--- src/rtl/core/thcm_pkg.sv ---
// Shared types, widths, codes and constant tables of the hit matcher.
// No dependencies; every other file of the block depends on this package.
package thcm_pkg;

	localparam int DEF_MAX_HITS = 128;

	localparam int POS_W   = 16;   // tracker x/y, cluster x/y input
	localparam int Z_W     = 17;   // tracker z and configured z positions
	localparam int DZ_W    = 18;   // difference of two z positions
	localparam int CPOS_W  = 20;   // cluster position scaled to mm
	localparam int NUM_W   = 34;   // projection numerator and projected point
	localparam int QUO_W   = 32;   // projection quotient magnitude
	localparam int DEN_W   = 17;   // projection denominator magnitude
	localparam int ENE_W   = 16;
	localparam int WIN_W   = 14;
	localparam int DIST_W  = 16;
	localparam int ANG_W   = 19;
	localparam int WCNT_W  = 8;
	localparam int BIDX_W  = 7;
	localparam int CFG_IDX_W  = 2;
	localparam int CFG_DATA_W = 17;
	localparam int ENTRY_W = POS_W + POS_W + Z_W;

	// Angle unit sizing.
	localparam int SQ_W         = 56;  // radicand of the square root
	localparam int ROOT_STEPS   = 28;
	localparam int ROOT_W       = 28;
	localparam int SQ_SHIFT     = 16;
	localparam int CORDIC_STEPS = 18;
	localparam int CX_W         = 47;
	localparam int CZ_W         = 25;
	localparam int ATAN_W       = 22;
	localparam int X_SHIFT      = 24;
	localparam int Y_SHIFT      = 16;
	localparam int STEP_CNT_W   = 5;

	localparam logic [ANG_W-1:0] ANGLE_MAX = 19'd368640;

	localparam logic signed [Z_W-1:0]  RST_TARGET_Z = -17'sd48000;
	localparam logic signed [Z_W-1:0]  RST_CALO_Z   = 17'sd42400;
	localparam logic [WIN_W-1:0]       RST_WINDOW   = 14'd640;
	localparam logic [DIST_W-1:0]      RST_MAX_DIST = 16'd16000;

	typedef enum logic [1:0] {
		OP_CLEAR   = 2'd0,
		OP_ADD     = 2'd1,
		OP_CLUSTER = 2'd2,
		OP_NONE    = 2'd3
	} op_t;

	typedef enum logic [CFG_IDX_W-1:0] {
		CFG_TARGET_Z = 2'd0,
		CFG_CALO_Z   = 2'd1,
		CFG_WINDOW   = 2'd2,
		CFG_MAX_DIST = 2'd3
	} cfg_idx_t;

	// Commands from the controller to the datapath.
	typedef struct packed {
		logic accept;
		logic ang_start;
		logic ang_track;
		logic rd;
		logic mul;
		logic div_start;
		logic win;
		logic sqd;
		logic upd;
		logic out_load;
	} dp_cmd_t;

	// Status from the datapath to the controller.
	typedef struct packed {
		logic table_empty;
		logic ang_done;
		logic den_zero;
		logic div_done;
		logic last_hit;
		logic found;
		logic out_free;
	} dp_stat_t;

	// Arctangent of 2^-i in degrees with 16 fraction bits.
	function automatic logic [ATAN_W-1:0] atan_deg(input logic [STEP_CNT_W-1:0] i);
		logic [ATAN_W-1:0] v;
		unique case (i)
			5'd0:  v = 22'd2949120;
			5'd1:  v = 22'd1740967;
			5'd2:  v = 22'd919879;
			5'd3:  v = 22'd466945;
			5'd4:  v = 22'd234379;
			5'd5:  v = 22'd117304;
			5'd6:  v = 22'd58666;
			5'd7:  v = 22'd29335;
			5'd8:  v = 22'd14668;
			5'd9:  v = 22'd7334;
			5'd10: v = 22'd3667;
			5'd11: v = 22'd1833;
			5'd12: v = 22'd917;
			5'd13: v = 22'd458;
			5'd14: v = 22'd229;
			5'd15: v = 22'd115;
			5'd16: v = 22'd57;
			5'd17: v = 22'd29;
			default: v = '0;
		endcase
		return v;
	endfunction

	// Clamp a signed position to the 16 bit output range.
	function automatic logic [POS_W-1:0] sat_pos(input logic signed [NUM_W-1:0] v);
		logic [POS_W-1:0] r;
		if (v > NUM_W'(32767))
			r = 16'h7FFF;
		else if (v < -NUM_W'(32768))
			r = 16'h8000;
		else
			r = v[POS_W-1:0];
		return r;
	endfunction

endpackage

--- src/rtl/core/thcm_ctrl.sv ---
// Controller of the hit matcher: sequences cluster angle, the table scan
// and the track angle. Depends on thcm_pkg for the command/status structs.
module thcm_ctrl (
	input  logic                 clk,
	input  logic                 arst_n,
	input  logic                 in_valid,
	input  logic [1:0]           in_op,
	output logic                 in_ready,
	output thcm_pkg::dp_cmd_t    cmd,
	input  thcm_pkg::dp_stat_t   stat
);
	import thcm_pkg::*;

	typedef enum logic [12:0] {
		S_IDLE    = 13'b0000000000001,
		S_CANG_GO = 13'b0000000000010,
		S_CANG_WT = 13'b0000000000100,
		S_RD      = 13'b0000000001000,
		S_MUL     = 13'b0000000010000,
		S_CHK     = 13'b0000000100000,
		S_DIV     = 13'b0000001000000,
		S_WIN     = 13'b0000010000000,
		S_DIST    = 13'b0000100000000,
		S_UPD     = 13'b0001000000000,
		S_TANG_GO = 13'b0010000000000,
		S_TANG_WT = 13'b0100000000000,
		S_OUT     = 13'b1000000000000
	} state_t;

	state_t state_q, state_nx;

	always_comb begin
		cmd      = '0;
		state_nx = state_q;
		in_ready = 1'b0;
		unique case (state_q)
			S_IDLE: begin
				in_ready = 1'b1;
				if (in_valid) begin
					cmd.accept = 1'b1;
					if (op_t'(in_op) == OP_CLUSTER)
						state_nx = S_CANG_GO;
				end
			end
			S_CANG_GO: begin
				cmd.ang_start = 1'b1;
				state_nx      = S_CANG_WT;
			end
			S_CANG_WT: begin
				if (stat.ang_done)
					state_nx = stat.table_empty ? S_OUT : S_RD;
			end
			S_RD: begin
				cmd.rd   = 1'b1;
				state_nx = S_MUL;
			end
			S_MUL: begin
				cmd.mul  = 1'b1;
				state_nx = S_CHK;
			end
			S_CHK: begin
				if (stat.den_zero) begin
					state_nx = S_UPD;
				end else begin
					cmd.div_start = 1'b1;
					state_nx      = S_DIV;
				end
			end
			S_DIV: begin
				if (stat.div_done)
					state_nx = S_WIN;
			end
			S_WIN: begin
				cmd.win  = 1'b1;
				state_nx = S_DIST;
			end
			S_DIST: begin
				cmd.sqd  = 1'b1;
				state_nx = S_UPD;
			end
			S_UPD: begin
				cmd.upd  = 1'b1;
				state_nx = stat.last_hit ? S_TANG_GO : S_RD;
			end
			S_TANG_GO: begin
				if (stat.found) begin
					cmd.ang_start = 1'b1;
					cmd.ang_track = 1'b1;
					state_nx      = S_TANG_WT;
				end else begin
					state_nx = S_OUT;
				end
			end
			S_TANG_WT: begin
				if (stat.ang_done)
					state_nx = S_OUT;
			end
			S_OUT: begin
				if (stat.out_free) begin
					cmd.out_load = 1'b1;
					state_nx     = S_IDLE;
				end
			end
			default: state_nx = S_IDLE;
		endcase
	end

	always_ff @(posedge clk or negedge arst_n) begin
		if (!arst_n)
			state_q <= S_IDLE;
		else
			state_q <= state_nx;
	end

endmodule

--- config.mk ---
export PLATFORM = sky130hd
export DESIGN_NAME = thcm_ctrl
export DESIGN_NICKNAME = d
export VERILOG_FILES = /design/src/rtl/core/thcm_pkg.sv /design/src/rtl/core/thcm_ctrl.sv
export SDC_FILE = /design/constraint.sdc
export NUM_CORES = 1
export LEC_CHECK = 0
export BUFFER_PORTS_ARGS = -buffer_cell sky130_fd_sc_hd__buf_4
export CORE_MARGIN = 4
export CORE_UTILIZATION = 52
export CTS_CLUSTER_DIAMETER = 40
export DETAILED_ROUTE_END_ITERATION = 7
export GPL_TIMING_DRIVEN = 0
export MAX_ROUTING_LAYER = met4
export PLACE_DENSITY = 0.77
export SLEW_MARGIN = 20
export SYNTH_ARGS = -nofsm -noshare
export SYNTH_HDL_FRONTEND = slang
export SYNTH_SLANG_ARGS = --single-unit
--- constraint.sdc ---
create_clock -name clk -period 2.1 [get_ports clk]
set_input_delay 0.21 -clock clk [delete_from_list [all_inputs] [get_ports clk]]
set_output_delay 0.21 -clock clk [all_outputs]
set_load 0.03 [all_outputs]
* Word level (Yosys, flattened, before mapping) *
Index checks and enable logic that the tools add are counted.

word-level totals
  word-level logic and storage cells = 48
  register bits after elaboration = 13
  input port bits = 12
  output and inout bits = 11

cells by class
  reduce and logical (&&, ||, !) cells = 1
  mux-type cells = 26
  eq/ne operators = 20

operators with widths
  operator              count
  $pmux 13 s13          1
  $mux 13               8
  $eq 13x1->1 const B   1
  $eq 13x10->1 const B  1
  $eq 13x11->1 const B  1
  $eq 13x12->1 const B  1
  $eq 13x13->1 const B  1
  $eq 13x2->1 const B   1
  $eq 13x3->1 const B   1
  $eq 13x4->1 const B   1
  $eq 13x5->1 const B   1
  $eq 13x6->1 const B   1
  $eq 13x7->1 const B   1
  $eq 13x8->1 const B   1
  $eq 13x9->1 const B   1
  $mux 1                13
  $ne 2x2->1 const B    6
  $mux 11               1
  $mux 10               1
  $reduce_and 6->1      1
  $eq 2x2->1 const B    1
  $mux 2                1
  $pmux 1 s2            1

* Longest topological paths before layout *
  word-level depth = 4
  gate-level depth with buffers = 6
  mapped depth without buffers = 5

* Worst setup path after synthesis *
Ideal clock, no wire load.

  kind = reg2out
  start = register state_q[5]
  end = output port cmd[8] (netlist name)
  stages on the path, launching flop included = 5
  setup slack = -242 ps
  arrival = 2132 ps
  buffers on the path = 0
  data required time = 1890 ps
  cell sequence = dfrtp_1 -> nor4_2 -> nand3_1 -> nor4_2 -> a31o_2

RTL lines
  item                    RTL line          RTL
  start, declared         thcm_ctrl.sv:30   state_t state_q, state_nx;
  start signal, assigned  thcm_ctrl.sv:112  state_q <= state_nx;
  end, declared           thcm_ctrl.sv:9    output thcm_pkg::dp_cmd_t cmd,

==> metrics.csv <==
metric,value,unit
share of layout cells above drive strength 1,51.32,%
initial drt markers,52,
drt total wl,3075,µm
sequential power share,24.0,%
met3 wire length,151,µm
Switch Pwr,599.2,µW
via count,1088,
"CTS clk-pin slew, worst paths",0.08,ns
Worst Setup End Kind,primary output,
failing checks,setup timing,
first-pass GRT wire length,4988,µm
fmax,470.9,MHz
global placer's final weighted congestion,0.8927,
Sink Count,13,
Rel. slew slack,61.85,%
Max stage delay on crit path,0.39,ns
Die Area,2685,µm²
Worst Hold Class,in -> reg,
Final TNS setup,-0.04433,ns
I/O Buffers,22,
cell area power density,953.1,nW/µm²
Chip Height,51.82,µm
routed metal-1 wirelength,1354,µm
net switching fraction of the power,42.15,%
run status,"finished, violations left",
Place WS,-0.1938,ns
Slew @ Worst Pin,0.5702,ns
worst-skew pair later-pin latency,0.27,ns
Leakage,0.6520,nW
RSZ-0062 raised after global routing,true,
vias per cell,6.147,
Die Width,51.82,µm
routed length per instance,17.37,µm
Non-Filler Instances,177,
Max Slew Vio Count,0,
placed cells,157,
Largest register FFs,13,
CP cell instances,buf_6 > nor4_4 > nand3_2 > nor4_4 > a31o_2 > buf_6,
drt pass-1 iters,4,
CTS max path bufs,2,
GRT overflow,0,
effective utilization at floorplan,56.60,%
Main synth FF type,dfrtp_1,
slowest CP cell,dfstp_2,
Critical Path RT,1.89,ns
Arrival @ worst endpoint,1.91,ns
pin count of the biggest net entering global routing,14,
most frequent cell after synthesis,dfrtp_1,
Final nets,165,
CP Launch Type,register,
CTS Buf Count,3,
DP Wirelength,1871,µm
number of routed nets with antenna violations,0,
Final Cycle Share,101.1,%
CTS tree,built,
worst-path fanout max,3,
post-route setup slack,-0.02344,ns
post-synth top area cell,dfrtp_1,
Area Growth Syn to Fin,49.37,%
post-layout min period,2.123,ns
Post-synth EDFFs,0,
Internal Power,822.4,µW
Layout Utilization,84.54,%
Core Region,1764,µm²
largest reg by FF count,state_q,
Final setup viols,2,
n_diodes,0,
Regs by FF count,state_q: 13 flops,
Setup CP Type,reg -> out,
asr flop ratio synth,100.0,%
max-cap violations,0,
initial antenna violation count,0,
Yosys warning count,0,
Tot GR Track Use,25.03,%
CTS root buf,clkbuf_4,
met2 routed WL,1502,µm
site row count,15,
I/O pin total,23,
ranking of synthesized cells by area,"dfrtp_1, nand2_1, nor4_2, nor2_1, nor3_1",
final hold vios,0,
Post-Syn Nets,122,
post-synth cell types,51,
Clk pwr share,10.7,%
area share of the largest cell type after synthesis,30.08,%
Mean Syn Cell Area,9.077,µm²
Mapped Cells,110,
uppermost layer routed,met4,
vias in the first global route,1086,
commonest cells in the netlist,"dfrtp_1, nand2_1, nor2_1",
sequential area share after synthesis,32.71,%
drt drc,0,
Comb power frac,65.3,%
synthesized cell area,998.5,µm²
Worst Skew,0.004365,ns
total power,1.422,mW
# H-tree levels,1,
VDD IR-drop max,0.0006114,V
"FF+latch count, synth",13,
==> per-stage QoR <==
stage | instance area (µm²) | hold slack [ns]
floorplan | 1020 | -0.08559
global placement | 1216 | 0.06703
detailed placement | 1216 | 0.06519
CTS | 1406 | 0.1604
global route | 1491 | 0.1637
finish | 1491 | 0.1592
==> layer usage <==
layer,vias to the layer above,GRT usage (%)
li1,508,-
met1,527,32.80
met2,45,38.70
met3,8,2.579
met4,0,11.79
met5,-,-
==> power by group through the flow <==
stage                     sequential (mW)  clock, mW  combinational [mW]
after detailed placement            0.332          0               0.591
after global placement              0.333          0               0.581
final                               0.341      0.153               0.928
after floorplan                     0.324          0               0.443
after CTS                           0.332      0.159               0.856
after global routing                0.346      0.173               0.977
==> cell type report <==
type,instances,area (µm²)
inverter,3,11.26
tap,25,31.28
fill,110,272.8
timing repair buffer,41,336.6
buffer,2,18.77
sequential,13,334.1
clock buffer,4,26.28
multi-input combinational,89,733.2
==> worst paths after layout <==
path,slack (ns),from,cells past startpoint,to
worst max-delay path,-0.02,state_q[0]$_DFFE_PN1P_,6,cmd[8]
worst min-delay path,0.16,stat[2],2,state_q[10]$_DFFE_PN0P_
worst max register to register,0.11,state_q[5]$_DFFE_PN0P_,7,state_q[12]$_DFFE_PN0P_
worst min register to register,0.58,state_q[2]$_DFFE_PN0P_,1,state_q[2]$_DFFE_PN0P_
max in group asynchronous,1.54,arst_n,2,state_q[0]$_DFFE_PN1P_
min in group asynchronous,0.32,arst_n,2,state_q[2]$_DFFE_PN0P_
==> critical path: cells and delay by family, from the launching register on <==
family                 cells  cell delay [ns]
buffers and inverters      2             0.24
flip-flops                 1             0.39
AO/OA/AOI/OAI              1             0.17
AND/OR/NAND/NOR            3             0.84
==> layout by cell type, fill, tap and decap left out, types with 2 or more instances in the layout <==
master	instances
a21o_1	2
a21oi_1	3
and3_1	2
and4b_2	2
buf_4	34
buf_6	8
clkbuf_4	3
dfrtp_1	6
dfrtp_2	6
inv_1	3
nand2_1	10
nand3_1	3
nand3b_1	2
nand4_1	3
nor2_1	7
nor2_4	3
nor3_1	4
nor3b_1	2
nor4_1	2
nor4_4	4
nor4b_1	2
o21ai_0	3
or4_4	2
xor2_1	2
==> cells by family after synthesis <==
| group | synth area share (%) |
|---|---|
| AND/OR/NAND/NOR | 45.37 |
| AO/OA/AOI/OAI | 13.28 |
| flip-flops | 32.71 |
| buffers and inverters | 3.884 |
| XOR/XNOR | 2.632 |
| multiplexers | 2.130 |
==> timing repair <==
action | in CTS | in global routing
resized for setup | 16 | 14
setup endpoints to repair | 11 | 16
endpoints found under the hold margin | 13 | 0
buffers inserted | 12 | 6
hold buffers | 1 | 0
pin swaps | 6 | 6
(Power assumes the default switching activity.)
